<file path="src/rtl/crpe_pkg.sv">
package crpe_pkg;

  // Point store geometry
  localparam int MAX_POINTS = 64;
  localparam int IDX_W      = $clog2(MAX_POINTS);
  localparam int TOT_W      = IDX_W + 1;

  // Coordinate and arithmetic widths
  localparam int COORD_W    = 32;
  localparam int PT_W       = 3 * COORD_W;
  localparam int SQ_W       = 68;
  localparam int ROOT_W     = 34;
  localparam int REM_W      = 36;
  localparam int OPEN_W     = 48;
  localparam int LEN_W      = 49;
  localparam int TS_W       = 64;
  localparam int PROD_W     = TS_W + TOT_W;
  localparam int FRAC_W     = 16;
  localparam int MOD_W      = TOT_W + FRAC_W;
  localparam int H_W        = 40;
  localparam int MP_W       = H_W + FRAC_W + 1;

  // Sequencer lengths
  localparam int SQRT_STEPS = ROOT_W;
  localparam int DIV_STEPS  = PROD_W;
  localparam int CNT_W      = $clog2(DIV_STEPS);
  localparam int NRD        = 5;

  // Config port
  localparam int ADDR_W     = 3;
  localparam logic REG_SPEED  = 1'b0;
  localparam logic REG_CLOSED = 1'b1;
  localparam logic [31:0] SPEED_RESET = 32'h0001_0000;

  // Opcodes
  localparam logic [1:0] OP_APPEND = 2'd0;
  localparam logic [1:0] OP_EVAL   = 2'd1;
  localparam logic [1:0] OP_CLEAR  = 2'd2;

  // Hermite evaluation phases
  localparam logic [1:0] PH_A3  = 2'd0;
  localparam logic [1:0] PH_A2  = 2'd1;
  localparam logic [1:0] PH_OUT = 2'd2;

  // Read slots for the segment's points
  localparam logic [2:0] RS_P0  = 3'd0;
  localparam logic [2:0] RS_P1  = 3'd1;
  localparam logic [2:0] RS_PV  = 3'd2;
  localparam logic [2:0] RS_NX1 = 3'd3;
  localparam logic [2:0] RS_PV1 = 3'd4;

  typedef struct packed {
    logic [1:0]         opcode;
    logic signed [31:0] point_x;
    logic signed [31:0] point_y;
    logic signed [31:0] point_z;
    logic [31:0]        eval_time;
  } in_req_t;

  typedef struct packed {
    logic signed [31:0] pos_x;
    logic signed [31:0] pos_y;
    logic signed [31:0] pos_z;
    logic               empty_path;
  } out_res_t;

  typedef struct packed {
    logic       latch_in;
    logic       sq_clr;
    logic       sq_step;
    logic       chord_sel_first;
    logic [1:0] axis;
    logic       sqrt_step;
    logic       acc_chord;
    logic       wr_point;
    logic       clear_pts;
    logic       len_load;
    logic       mul_ts;
    logic       mul_n;
    logic       div_step;
    logic       idx_calc;
    logic       rd_en;
    logic [2:0] rd_sel;
    logic       cap_en;
    logic [2:0] cap_sel;
    logic       herm_step;
    logic [1:0] phase;
    logic       out_load;
    logic       out_empty;
  } cmd_t;

  typedef struct packed {
    logic [1:0] op;
    logic       total_zero;
    logic       total_full;
    logic       len_zero;
  } sts_t;

endpackage

</file>
<file path="src/rtl/crpe_ctrl.sv">
module crpe_ctrl import crpe_pkg::*; (
  input  logic clk_i,
  input  logic rst_ni,
  input  logic in_valid_i,
  output logic in_stall_o,
  output logic out_valid_o,
  input  logic out_stall_i,
  input  logic closed_i,
  input  sts_t sts_i,
  output cmd_t cmd_o
);

  localparam logic [3:0] S_IDLE = 4'd0;
  localparam logic [3:0] S_DISP = 4'd1;
  localparam logic [3:0] S_SQ   = 4'd2;
  localparam logic [3:0] S_SQRT = 4'd3;
  localparam logic [3:0] S_ACC  = 4'd4;
  localparam logic [3:0] S_LEN  = 4'd5;
  localparam logic [3:0] S_TS   = 4'd6;
  localparam logic [3:0] S_PN   = 4'd7;
  localparam logic [3:0] S_DIV  = 4'd8;
  localparam logic [3:0] S_IDX  = 4'd9;
  localparam logic [3:0] S_RD   = 4'd10;
  localparam logic [3:0] S_HERM = 4'd11;
  localparam logic [3:0] S_DONE = 4'd12;

  logic [3:0]       state_q, state_d;
  logic [CNT_W-1:0] cnt_q, cnt_d;
  logic [1:0]       axis_q, axis_d;
  logic [1:0]       phase_q, phase_d;
  logic             empty_q, empty_d;
  logic             out_valid_q, out_valid_d;

  assign in_stall_o  = (state_q != S_IDLE);
  assign out_valid_o = out_valid_q;

  // Sequence one request at a time
  always_comb begin
    cmd_o   = '0;
    state_d = state_q;
    cnt_d   = cnt_q;
    axis_d  = axis_q;
    phase_d = phase_q;
    empty_d = empty_q;
    unique case (state_q)
      S_IDLE: begin
        if (in_valid_i) begin
          cmd_o.latch_in = 1'b1;
          state_d        = S_DISP;
        end
      end
      S_DISP: begin
        cnt_d = '0;
        case (sts_i.op)
          OP_APPEND: begin
            if (sts_i.total_full) begin
              state_d = S_IDLE;
            end else if (sts_i.total_zero) begin
              cmd_o.wr_point = 1'b1;
              state_d        = S_IDLE;
            end else begin
              cmd_o.sq_clr = 1'b1;
              state_d      = S_SQ;
            end
          end
          OP_EVAL: begin
            if (sts_i.total_zero) begin
              empty_d = 1'b1;
              state_d = S_DONE;
            end else if (closed_i) begin
              cmd_o.sq_clr = 1'b1;
              state_d      = S_SQ;
            end else begin
              state_d = S_LEN;
            end
          end
          OP_CLEAR: begin
            cmd_o.clear_pts = 1'b1;
            state_d         = S_IDLE;
          end
          default: state_d = S_IDLE;
        endcase
      end
      S_SQ: begin
        cmd_o.sq_step         = 1'b1;
        cmd_o.axis            = cnt_q[1:0];
        cmd_o.chord_sel_first = (sts_i.op == OP_EVAL);
        if (cnt_q == CNT_W'(2)) begin
          cnt_d   = '0;
          state_d = S_SQRT;
        end else begin
          cnt_d = cnt_q + 1'b1;
        end
      end
      S_SQRT: begin
        cmd_o.sqrt_step = 1'b1;
        if (cnt_q == CNT_W'(SQRT_STEPS - 1)) begin
          cnt_d   = '0;
          state_d = (sts_i.op == OP_EVAL) ? S_LEN : S_ACC;
        end else begin
          cnt_d = cnt_q + 1'b1;
        end
      end
      S_ACC: begin
        cmd_o.acc_chord = 1'b1;
        cmd_o.wr_point  = 1'b1;
        state_d         = S_IDLE;
      end
      S_LEN: begin
        cmd_o.len_load = 1'b1;
        state_d        = S_TS;
      end
      S_TS: begin
        if (sts_i.len_zero) begin
          empty_d = 1'b1;
          state_d = S_DONE;
        end else begin
          cmd_o.mul_ts = 1'b1;
          state_d      = S_PN;
        end
      end
      S_PN: begin
        cmd_o.mul_n = 1'b1;
        cnt_d       = '0;
        state_d     = S_DIV;
      end
      S_DIV: begin
        cmd_o.div_step = 1'b1;
        if (cnt_q == CNT_W'(DIV_STEPS - 1)) begin
          cnt_d   = '0;
          state_d = S_IDX;
        end else begin
          cnt_d = cnt_q + 1'b1;
        end
      end
      S_IDX: begin
        cmd_o.idx_calc = 1'b1;
        cnt_d          = '0;
        state_d        = S_RD;
      end
      S_RD: begin
        // Issue one read per cycle, capture each in the cycle after its read
        cmd_o.rd_en   = (cnt_q < CNT_W'(NRD));
        cmd_o.rd_sel  = (cnt_q < CNT_W'(NRD)) ? cnt_q[2:0] : RS_P0;
        cmd_o.cap_en  = (cnt_q != '0);
        cmd_o.cap_sel = cnt_q[2:0] - 3'd1;
        if (cnt_q == CNT_W'(NRD)) begin
          axis_d  = 2'd0;
          phase_d = PH_A3;
          state_d = S_HERM;
        end else begin
          cnt_d = cnt_q + 1'b1;
        end
      end
      S_HERM: begin
        cmd_o.herm_step = 1'b1;
        cmd_o.axis      = axis_q;
        cmd_o.phase     = phase_q;
        if (phase_q == PH_OUT) begin
          phase_d = PH_A3;
          axis_d  = axis_q + 2'd1;
          if (axis_q == 2'd2) begin
            empty_d = 1'b0;
            state_d = S_DONE;
          end
        end else begin
          phase_d = phase_q + 2'd1;
        end
      end
      S_DONE: begin
        if (!out_valid_q || !out_stall_i) begin
          cmd_o.out_load  = 1'b1;
          cmd_o.out_empty = empty_q;
          state_d         = S_IDLE;
        end
      end
      default: state_d = S_IDLE;
    endcase
  end

  // Hold the result until the receiver takes it
  always_comb begin
    out_valid_d = out_valid_q;
    if (cmd_o.out_load) begin
      out_valid_d = 1'b1;
    end else if (out_valid_q && !out_stall_i) begin
      out_valid_d = 1'b0;
    end
  end

  always_ff @(posedge clk_i or negedge rst_ni) begin
    if (!rst_ni) begin
      state_q     <= S_IDLE;
      cnt_q       <= '0;
      axis_q      <= '0;
      phase_q     <= PH_A3;
      empty_q     <= 1'b0;
      out_valid_q <= 1'b0;
    end else begin
      state_q     <= state_d;
      cnt_q       <= cnt_d;
      axis_q      <= axis_d;
      phase_q     <= phase_d;
      empty_q     <= empty_d;
      out_valid_q <= out_valid_d;
    end
  end

`ifndef ASSERT_OFF
  a_accept_dispatch: assert property (@(posedge clk_i) disable iff (!rst_ni)
    (in_valid_i && !in_stall_o) |=> (state_q == S_DISP))
    else $error("accepted request not dispatched");

  a_result_from_done: assert property (@(posedge clk_i) disable iff (!rst_ni)
    $rose(out_valid_q) |-> ($past(state_q) == S_DONE))
    else $error("result raised outside done state");

  a_div_count: assert property (@(posedge clk_i) disable iff (!rst_ni)
    (state_q == S_DIV) |-> (cnt_q < CNT_W'(DIV_STEPS)))
    else $error("divider step count overrun");
`endif

endmodule

</file>
<file path="config.mk">
export PLATFORM = sky130hd
export DESIGN_NAME = crpe_ctrl
export DESIGN_NICKNAME = d
export VERILOG_FILES = /design/src/rtl/crpe_pkg.sv /design/src/rtl/crpe_ctrl.sv
export SDC_FILE = /design/constraint.sdc
export NUM_CORES = 1
export LEC_CHECK = 0
export ABC_AREA = 1
export BUFFER_PORTS_ARGS = -buffer_cell sky130_fd_sc_hd__buf_2
export CORE_ASPECT_RATIO = 0.6
export CORE_MARGIN = 10
export CORE_UTILIZATION = 48
export DETAILED_ROUTE_END_ITERATION = 12
export PLACE_DENSITY_LB_ADDON = 0.08
export SLEW_MARGIN = 10
export SYNTH_ARGS = -nofsm -noshare
export SYNTH_HDL_FRONTEND = slang
export SYNTH_SLANG_ARGS = --single-unit
</file>
<file path="constraint.sdc">
create_clock -name clk_i -period 1.62 [get_ports clk_i]
set_input_delay 0.243 -clock clk_i [delete_from_list [all_inputs] [get_ports clk_i]]
set_output_delay 0.243 -clock clk_i [all_outputs]
set_load 0.01 [all_outputs]
</file>
==> flow_metrics.env, run 1 <==
export IMPL_cap_viol_max_count=0
export IMPL_clock_sinks=17
export IMPL_post_place_ws_ns=0.00706
export IMPL_rsz0062_at_grt="yes"
export IMPL_initialDrtViolationCount=320
export IMPL_synth_fa_ha_area_frac=0.0487
export IMPL_p_sw_mw=2.22
export IMPL_worstMarginPinSlew_ns=0.421
export IMPL_worst_slew_margin_rel=0.720
export IMPL_fin_nets=341
export IMPL_switching_share=0.532
export IMPL_overflow=0
export IMPL_violations="setup timing"
export IMPL_grt_max_degree=18
export IMPL_synth_seq_area_share=0.276
export IMPL_hpwl_um=3600
export IMPL_clockPowerShare=0.087
export IMPL_start_util=0.520
export IMPL_comb_power_share=0.757
export IMPL_synth_compound_area_frac=0.0836
export IMPL_cts_buffers=3
export IMPL_pwr_share_seq=0.156
export IMPL_synth_edf_count=0
export IMPL_clk_latency_ns=0.27
export IMPL_setup_viol=29
export IMPL_finalClockSkew_ns=0.00909
export IMPL_peakVddDrop_v=0.000789
export IMPL_die_height_um=63.9
export IMPL_crit_chain="inv_1 -> nand2_1 -> nor2_2 -> o211ai_1 -> nor2_1 -> buf_2"
export IMPL_ys_ff_latch=17
export IMPL_setup_slack_ns=-0.196
export IMPL_viasPerCell=5.79
export IMPL_power_density_nw_per_um2=1660
export IMPL_synth_distinct_cells=26
export IMPL_synth_top_area_cell="dfrtp_1"
export IMPL_hold_viol_final=0
export IMPL_status="finished with violations"
export IMPL_rows=15
export IMPL_reg2reg_from="state_q[2]"
export IMPL_wl_per_cell_um=17.3
export IMPL_fin_area_um2=2520
export IMPL_synthSimpleGateAreaFrac=0.446
export IMPL_dpl_cell_area_um2=1860
export IMPL_grt_use_total=0.165
export IMPL_cp_startpoint="cnt_q[5]"
export IMPL_die_x_um=93.2
export IMPL_max_freq_mhz=551
export IMPL_post_route_period_util=1.12
export IMPL_yosysTopAreaCellShare=0.276
export IMPL_num_antenna_cells=0
export IMPL_grt_pass1_vias=1642
export IMPL_period_minus_slack_ns=1.82
export IMPL_min_from="out_stall_i"
export IMPL_clock_path_buffers=2
export IMPL_routed_via_count=2120
export IMPL_path_max_fanout=4
export IMPL_gp_congestion=0.919
export IMPL_drive_above_1_share=0.515
export IMPL_drt_pre_antenna_iters=5
export IMPL_grt_pass1_wl_um=8090
export IMPL_finalWirelength_um=6330
export IMPL_synth_flop_cell="dfrtp_1"
export IMPL_synth_area_mux_share=0
export IMPL_cp_slowest_cell="dfrtp_1"
export IMPL_pin_count=40
export IMPL_cts_tree="yes"
export IMPL_synth_xor_area_frac=0.0284
export IMPL_io_buffers=39
export IMPL_worstPathArrival_ns=1.57
export IMPL_synthTopCellsByArea="dfrtp_1 (28%), nand2_1 (16%), inv_1 (9.5%)"
export IMPL_end_kind="output pin"
export IMPL_synthCells=244
export IMPL_ant_nets=0
export IMPL_syn_area_um2=1540
export IMPL_avgSynthCellArea_um2=6.32
export IMPL_coreArea_um2=2970
export IMPL_synth_top_family_by_area="simple AND/OR/NAND/NOR gates"
export IMPL_cp_required_ns=1.38
export IMPL_crit_type="reg2out"
export IMPL_hold_class="in2reg"
export IMPL_antenna_found_initial=0
export IMPL_async_flop_share=1.00
export IMPL_slowest_delay_ns=0.43
export IMPL_start_kind="register"
export IMPL_synth_fp_nets=260
export IMPL_h_tree_depth=1
export IMPL_slew_violations=0
export IMPL_leakage_nw=1.34
export IMPL_syn_to_final_growth_pct=63.2
export IMPL_internal_power_mw=1.96
export IMPL_synth_warnings=0
export IMPL_cts_root_buf="clkbuf_8"
export IMPL_path_clk_slew_ns=0.08
export IMPL_dieArea_um2=5950
export IMPL_drc=0
## worst paths after layout
check | endpoint | cells past startpoint | slack, ns
max | cmd_o[11] | 6 | -0.20
max reg2reg | cnt_q[1] | 9 | -0.13
min in group asynchronous | cnt_q[2] | 2 | 0.43
min reg2reg | empty_q | 2 | 0.52
min | out_valid_o | 3 | 0.22
max in group asynchronous | state_q[3] | 2 | 0.86
## layout make-up
type | instances | area [µm²]
clock buffer | 3 | 41.3
tap | 42 | 52.6
sequential | 17 | 432
inverter | 43 | 184
clock inverter | 1 | 7.51
multi-input combinational | 181 | 1230
timing repair buffer | 79 | 569
fill | 168 | 449
## per-stage QoR
step | utilization | total power, mW | TNS [ns] | hold WS [ns] | cells
after detailed placement | 0.628 | 2.51 | 0 | 0.195 | 334
after CTS | 0.709 | 3.22 | -0.604 | 0.223 | 354
after floorplan | - | 1.90 | 0 | -0.0526 | 244
after global routing | 0.849 | 4.40 | -4.95 | 0.257 | 366
after global placement | 0.628 | 2.51 | 0 | 0.193 | 334
final | 0.849 | 4.18 | -2.65 | 0.220 | 366
## cell usage after synthesis (5+ instances only)
cell and number:
dfrtp_1 17, ha_1 6, inv_1 39, nand2_1 66, nand2_2 6, nand3_1 25
nor2_1 37, nor2_4 5, o21ai_0 6
## metal layers
layer | wire length [µm] | track usage | vias to the layer above | share of wire
met5 | 0 | 0 | - | 0
met4 | 172 | 0.0287 | 0 | 0.027
met3 | 899 | 0.0653 | 32 | 0.14
met2 | 2600 | 0.225 | 180 | 0.41
met1 | 2660 | 0.236 | 987 | 0.42
li1 | - | - | 921 | -
## cell usage in the layout (no fill, tap or decap), types with 2 or more instances in the layout
cell / n
nand2_2: 12
inv_1: 29
nor2_4: 14
nand2_8: 2
o21ai_0: 4
buf_2: 33
o22ai_1: 2
xor2_1: 4
ha_1: 3
nand2_4: 7
dfrtp_2: 5
nand3_1: 15
clkbuf_8: 3
nand4_1: 3
a21oi_1: 4
buf_4: 30
dfrtp_1: 12
nand3_2: 9
buf_6: 15
o211ai_1: 3
inv_2: 7
nor2_2: 10
inv_4: 6
ha_4: 3
nand2_1: 52
o21ai_2: 4
nor2_1: 22
## power groups by stage
stage	sequential [mW]	combinational [mW]	clock, mW
after floorplan	0.632	1.27	0
after global placement	0.661	1.85	0
after detailed placement	0.658	1.85	0
after CTS	0.651	2.21	0.362
after global routing	0.662	3.36	0.382
final	0.653	3.16	0.364
## critical path: cells and delay by family (launching register included)
family,cells,cell delay (ns)
flip-flops,1,0.43
AND/OR/NAND/NOR,3,0.41
buffers and inverters,2,0.28
AO/OA/AOI/OAI,1,0.19
## registers in the layout, indices dropped and copies added, names as in the netlist
register     flops
cnt_q            7
state_q          4
axis_q           2
phase_q          2
empty_q          1
out_valid_o      1
## cells by family after synthesis
logic type      Yosys count
compound gates           21
xor+xnor                  5
buf+inv                  46
flops                    17
simple gates            149
fa+ha+maj                 6
## what timing repair did
action	in CTS	in global routing
endpoints found under the hold margin	17	0
hold buffers	1	0
setup endpoints to repair	19	33
setup buffers	15	15
resized for setup	29	80
pin swaps	11	35
No activity file was read; power rests on OpenSTA's default activity.
==> run 2, diff against run 1 <==
--- a/config.mk
+++ b/config.mk
@@ -12,6 +12,7 @@
 export CORE_UTILIZATION = 48
 export DETAILED_ROUTE_END_ITERATION = 12
 export PLACE_DENSITY_LB_ADDON = 0.08
+export RECOVER_POWER = 25
 export SLEW_MARGIN = 10
 export SYNTH_ARGS = -nofsm -noshare
 export SYNTH_HDL_FRONTEND = slang
==> flow_metrics.env, run 2 (synthesis gave the netlist of run 1 again) <==
export IMPL_status="finished with violations"
export IMPL_violations="setup timing"
export IMPL_die_x_um=93.2
export IMPL_setup_viol=29
export IMPL_clockPowerShare=0.087
export IMPL_crit_type="reg2out"
export IMPL_internal_power_mw=1.96
export IMPL_gp_congestion=0.919
export IMPL_top_regs="cnt_q: 7 flops, state_q: 4 flops"
export IMPL_cp_startpoint="cnt_q[5]"
export IMPL_rows=15
export IMPL_worstMarginPinSlew_ns=1.01
export IMPL_coreArea_um2=2970
export IMPL_rsz0062_at_grt="yes"
export IMPL_start_util=0.520
export IMPL_seqCellArea_um2=432
export IMPL_pin_count=40
export IMPL_layout_cells_non_filler=366
export IMPL_ant_nets=0
export IMPL_hold_class="in2reg"
export IMPL_finalWirelength_um=6320
export IMPL_path_max_fanout=4
export IMPL_clock_path_buffers=2
export IMPL_drt_pre_antenna_iters=5
export IMPL_num_antenna_cells=0
export IMPL_end_kind="output pin"
export IMPL_grt_use_total=0.165
export IMPL_final_cell_mix="nand2_1 (52), buf_2 (32), buf_4 (30)"
export IMPL_period_minus_slack_ns=1.82
export IMPL_power_density_nw_per_um2=1660
export IMPL_drive_above_1_share=0.512
export IMPL_p_sw_mw=2.22
export IMPL_min_from="out_stall_i"
export IMPL_largest_register_ff_count=7
export IMPL_multi_input_area_um2=1230
export IMPL_fin_nets=341
export IMPL_start_kind="register"
export IMPL_overflow=0
export IMPL_post_place_ws_ns=0.00706
export IMPL_path_clk_slew_ns=0.08
export IMPL_clock_sinks=17
export IMPL_grt_max_degree=18
export IMPL_syn_to_final_growth_pct=63.1
export IMPL_dieArea_um2=5950
export IMPL_cts_buffers=3
export IMPL_worstPathArrival_ns=1.58
export IMPL_h_tree_depth=1
export IMPL_initialDrtViolationCount=320
export IMPL_setup_slack_ns=-0.205
export IMPL_slew_violations=0
export IMPL_clk_latency_ns=0.27
export IMPL_io_buffers=39
export IMPL_antenna_found_initial=0
export IMPL_setup_tns_ns=-2.62
export IMPL_routed_via_count=2112
export IMPL_post_route_period_util=1.13
export IMPL_grt_pass1_wl_um=8090
export IMPL_leakage_nw=1.34
export IMPL_cp_required_ns=1.38
export IMPL_wl_per_cell_um=17.3
export IMPL_peakVddDrop_v=0.000787
export IMPL_die_height_um=63.9
export IMPL_max_freq_mhz=548
export IMPL_hpwl_um=3600
export IMPL_top_register="cnt_q"
export IMPL_post_place_cells=334
export IMPL_fill_cells=169
export IMPL_cts_root_buf="clkbuf_8"
export IMPL_cts_tree="yes"
export IMPL_drc=0
export IMPL_reg2reg_from="state_q[2]"
export IMPL_grt_pass1_vias=1642
export IMPL_switching_share=0.532
export IMPL_fin_util=0.848
export IMPL_cap_viol_max_count=0
export IMPL_pwr_share_seq=0.156
export IMPL_worst_slew_margin_rel=0.326
export IMPL_viasPerCell=5.77
export IMPL_hold_viol_final=0
export IMPL_layout_commonest_cell="nand2_1"
export IMPL_finalClockSkew_ns=0.00800
export IMPL_comb_power_share=0.757
-- run 2: changes by cell type in the layout (fill, tap and decap cells not counted), sizes merged --
cell    before  now
buf         78   77
clkbuf       3    4
-- run 2: timing repair --
action | CTS | global route
setup buffers | 15 | 15
setup endpoints to repair | 19 | 33
gates resized for setup | 29 | 80
hold buffers | 1 | 0
pin swaps | 11 | 35
endpoints found under the hold margin | 17 | 0
cloned | 0 | 0
-- run 2: power by group through the flow --
stage / clock [mW] / sequential, mW / combinational [mW]
floorplan: 0 / 0.632 / 1.27
detailed placement: 0 / 0.658 / 1.85
global route: 0.382 / 0.662 / 3.36
CTS: 0.362 / 0.651 / 2.21
global placement: 0 / 0.661 / 1.85
finish: 0.363 / 0.653 / 3.16
-- run 2: metal layers --
metal,wire [µm],track usage,vias up,share of wire
li1,-,-,922,-
met2,2590,0.225,182,0.41
met1,2650,0.236,978,0.42
met4,171,0.0287,0,0.027
met5,0,0,-,0
met3,903,0.0653,30,0.14
-- run 2: final timing paths --
path	endpoint	slack, ns	depth (start not counted)
max	cmd_o[11]	-0.20	6
min	out_valid_o	0.22	3
max reg2reg	cnt_q[1]	-0.11	9
min reg2reg	empty_q	0.52	2
max in group asynchronous	state_q[3]	0.28	2
min in group asynchronous	cnt_q[2]	0.65	2
-- run 2: area by class of cell --
class / count / share of cell area
Clock inverter: 1 / 0.00299
Multi-Input combinational cell: 181 / 0.489
Tap cell: 42 / 0.0209
Timing Repair Buffer: 79 / 0.226
Clock buffer: 3 / 0.0164
Sequential cell: 17 / 0.172
Inverter: 43 / 0.0731
-- run 2: per-stage QoR --
step	area [µm²]	power (mW)	hold WS, ns
after floorplan	1540	1.90	-0.0526
after global placement	1860	2.51	0.193
after detailed placement	1860	2.51	0.195
after CTS	2100	3.22	0.223
after global routing	2510	4.40	0.257
final	2510	4.18	0.220
-- run 2: worst max-delay path, stage by stage (launching register included) --
cell	delay [ns]
dfrtp_1	0.43
inv_1	0.15
nand2_1	0.10
nor2_2	0.19
o211ai_1	0.19
nor2_1	0.13
buf_2	0.14
==> run 3, diff against run 2 <==
==> constraint.sdc (replaced) <==
create_clock -name clk_i -period 1.6 [get_ports clk_i]
set_input_delay 0.24 -clock clk_i [delete_from_list [all_inputs] [get_ports clk_i]]
set_output_delay 0.24 -clock clk_i [all_outputs]
set_load 0.01 [all_outputs]
==> flow_metrics.env, run 3 (synthesis gave the netlist of run 1 again) <==
export IMPL_gp_congestion=0.917
export IMPL_cts_buffers=3
export IMPL_hold_class="in2reg"
export IMPL_top_regs="cnt_q: 7 flops, state_q: 4 flops"
export IMPL_p_sw_mw=2.03
export IMPL_viasPerCell=5.47
export IMPL_reg2regPathDepth=10
export IMPL_max_freq_mhz=551
export IMPL_start_kind="register"
export IMPL_largest_register_ff_count=7
export IMPL_leakage_nw=1.33
export IMPL_period_minus_slack_ns=1.81
export IMPL_overflow=0
export IMPL_dieArea_um2=5950
export IMPL_path_max_fanout=4
export IMPL_cts_root_buf="clkbuf_8"
export IMPL_power_mw=3.96
export IMPL_end_kind="output pin"
export IMPL_post_route_period_util=1.13
export IMPL_setup_viol=34
export IMPL_rsz0062_at_grt="yes"
export IMPL_fin_nets=343
export IMPL_path_clk_slew_ns=0.07
export IMPL_pin_count=40
export IMPL_reg2reg_from="state_q[2]"
export IMPL_grt_pass1_wl_um=8280
export IMPL_finalWirelength_um=5840
export IMPL_clockPowerShare=0.092
export IMPL_routed_via_count=2013
export IMPL_h_tree_depth=1
export IMPL_final_cell_mix="nand2_1 (60), buf_2 (34), buf_4 (32)"
export IMPL_crit_type="reg2out"
export IMPL_grt_max_degree=18
export IMPL_top_register="cnt_q"
export IMPL_regToRegEndpoint="cnt_q[2]"
export IMPL_cp_endpoint="cmd_o[9]"
export IMPL_layout_commonest_cell="nand2_1"
export IMPL_peakVddDrop_v=0.000766
export IMPL_syn_to_final_growth_pct=52.8
export IMPL_ant_nets=0
export IMPL_io_buffers=39
export IMPL_cts_tree="yes"
export IMPL_initialDrtViolationCount=263
export IMPL_comb_power_share=0.739
export IMPL_rows=15
export IMPL_post_place_ws_ns=0.0284
export IMPL_hold_viol_final=0
export IMPL_cp_startpoint="state_q[2]"
export IMPL_grt_pass1_vias=1703
export IMPL_start_util=0.520
export IMPL_r2r_setup_slack_ns=-0.13
export IMPL_grt_use_total=0.168
export IMPL_slew_violations=0
export IMPL_internal_power_mw=1.93
export IMPL_status="finished with violations"
export IMPL_worstMarginPinSlew_ns=0.973
export IMPL_hpwl_um=3520
export IMPL_cap_viol_max_count=0
export IMPL_drt_pre_antenna_iters=5
export IMPL_num_antenna_cells=0
export IMPL_antenna_found_initial=0
export IMPL_pwr_share_seq=0.169
export IMPL_cp_required_ns=1.36
export IMPL_coreArea_um2=2970
export IMPL_switching_share=0.512
export IMPL_power_density_nw_per_um2=1680
export IMPL_violations="setup timing"
export IMPL_drive_above_1_share=0.454
export IMPL_setup_tns_ns=-3.34
export IMPL_die_x_um=93.2
export IMPL_die_height_um=63.9
export IMPL_setup_slack_ns=-0.214
export IMPL_worstPathArrival_ns=1.57
export IMPL_finalClockSkew_ns=0.00937
export IMPL_clock_path_buffers=2
export IMPL_drc=0
export IMPL_clk_latency_ns=0.27
export IMPL_clock_sinks=17
export IMPL_worst_slew_margin_rel=0.352
export IMPL_wl_per_cell_um=15.9
run 3: final cells by class:
| cell class | count | area [µm²] |
|---|---|---|
| Multi-Input combinational cell | 181 | 1090 |
| Fill cell | 205 | 611 |
| Timing Repair Buffer | 81 | 571 |
| Sequential cell | 17 | 430 |
| Inverter | 43 | 166 |
| Tap cell | 42 | 52.6 |
| Clock buffer | 3 | 41.3 |
| Clock inverter | 1 | 7.51 |
run 3: metrics by stage:
step                utilization  cell area, µm²  hold slack [ns]  std cells
floorplan                     -            1540          -0.0556        244
global placement          0.628            1860            0.192        334
detailed placement        0.628            1860            0.192        334
CTS                       0.716            2120            0.221        359
global route              0.794            2350            0.247        368
finish                    0.794            2350            0.215        368
run 3: critical path: stages, from the launching register on:
cell and delay, ns:
dfrtp_2 0.45, inv_2 0.11, nand2_4 0.09, nor2_4 0.16, o211ai_1 0.11, buf_4 0.17, nor2_1 0.08, buf_2 0.13
run 3: power groups by stage:
stage	Sequential, mW	Combinational, mW	Clock [mW]
after floorplan	0.640	1.28	0
after global placement	0.669	1.86	0
after detailed placement	0.665	1.86	0
after CTS	0.648	2.21	0.361
after global routing	0.674	3.12	0.378
final	0.670	2.92	0.364
run 3: how the worst min path moves through the flow:
stage,startpoint,endpoint,slack [ns],depth (start not counted)
floorplan,rst_ni,axis_q[0],-0.06,0
global placement,rst_ni,cnt_q[4],0.19,1
detailed placement,rst_ni,cnt_q[0],0.19,1
CTS,out_stall_i,out_valid_o,0.22,3
global route,out_stall_i,out_valid_o,0.25,3
finish,out_stall_i,out_valid_o,0.22,3
run 3: timing repair:
item	CTS	global route
buffers inserted	20	10
gates resized for setup	21	47
pin swaps	6	17
hold endpoints to repair	17	0
setup endpoints to repair	19	38
hold buffers	1	0
run 3: metal layers:
metal / track usage / wire length, µm / up-vias
li1: - / - / 928
met1: 0.231 / 2430 / 899
met2: 0.234 / 2350 / 161
met3: 0.0711 / 901 / 25
met4: 0.0402 / 150 / 0
met5: 0 / 0 / -
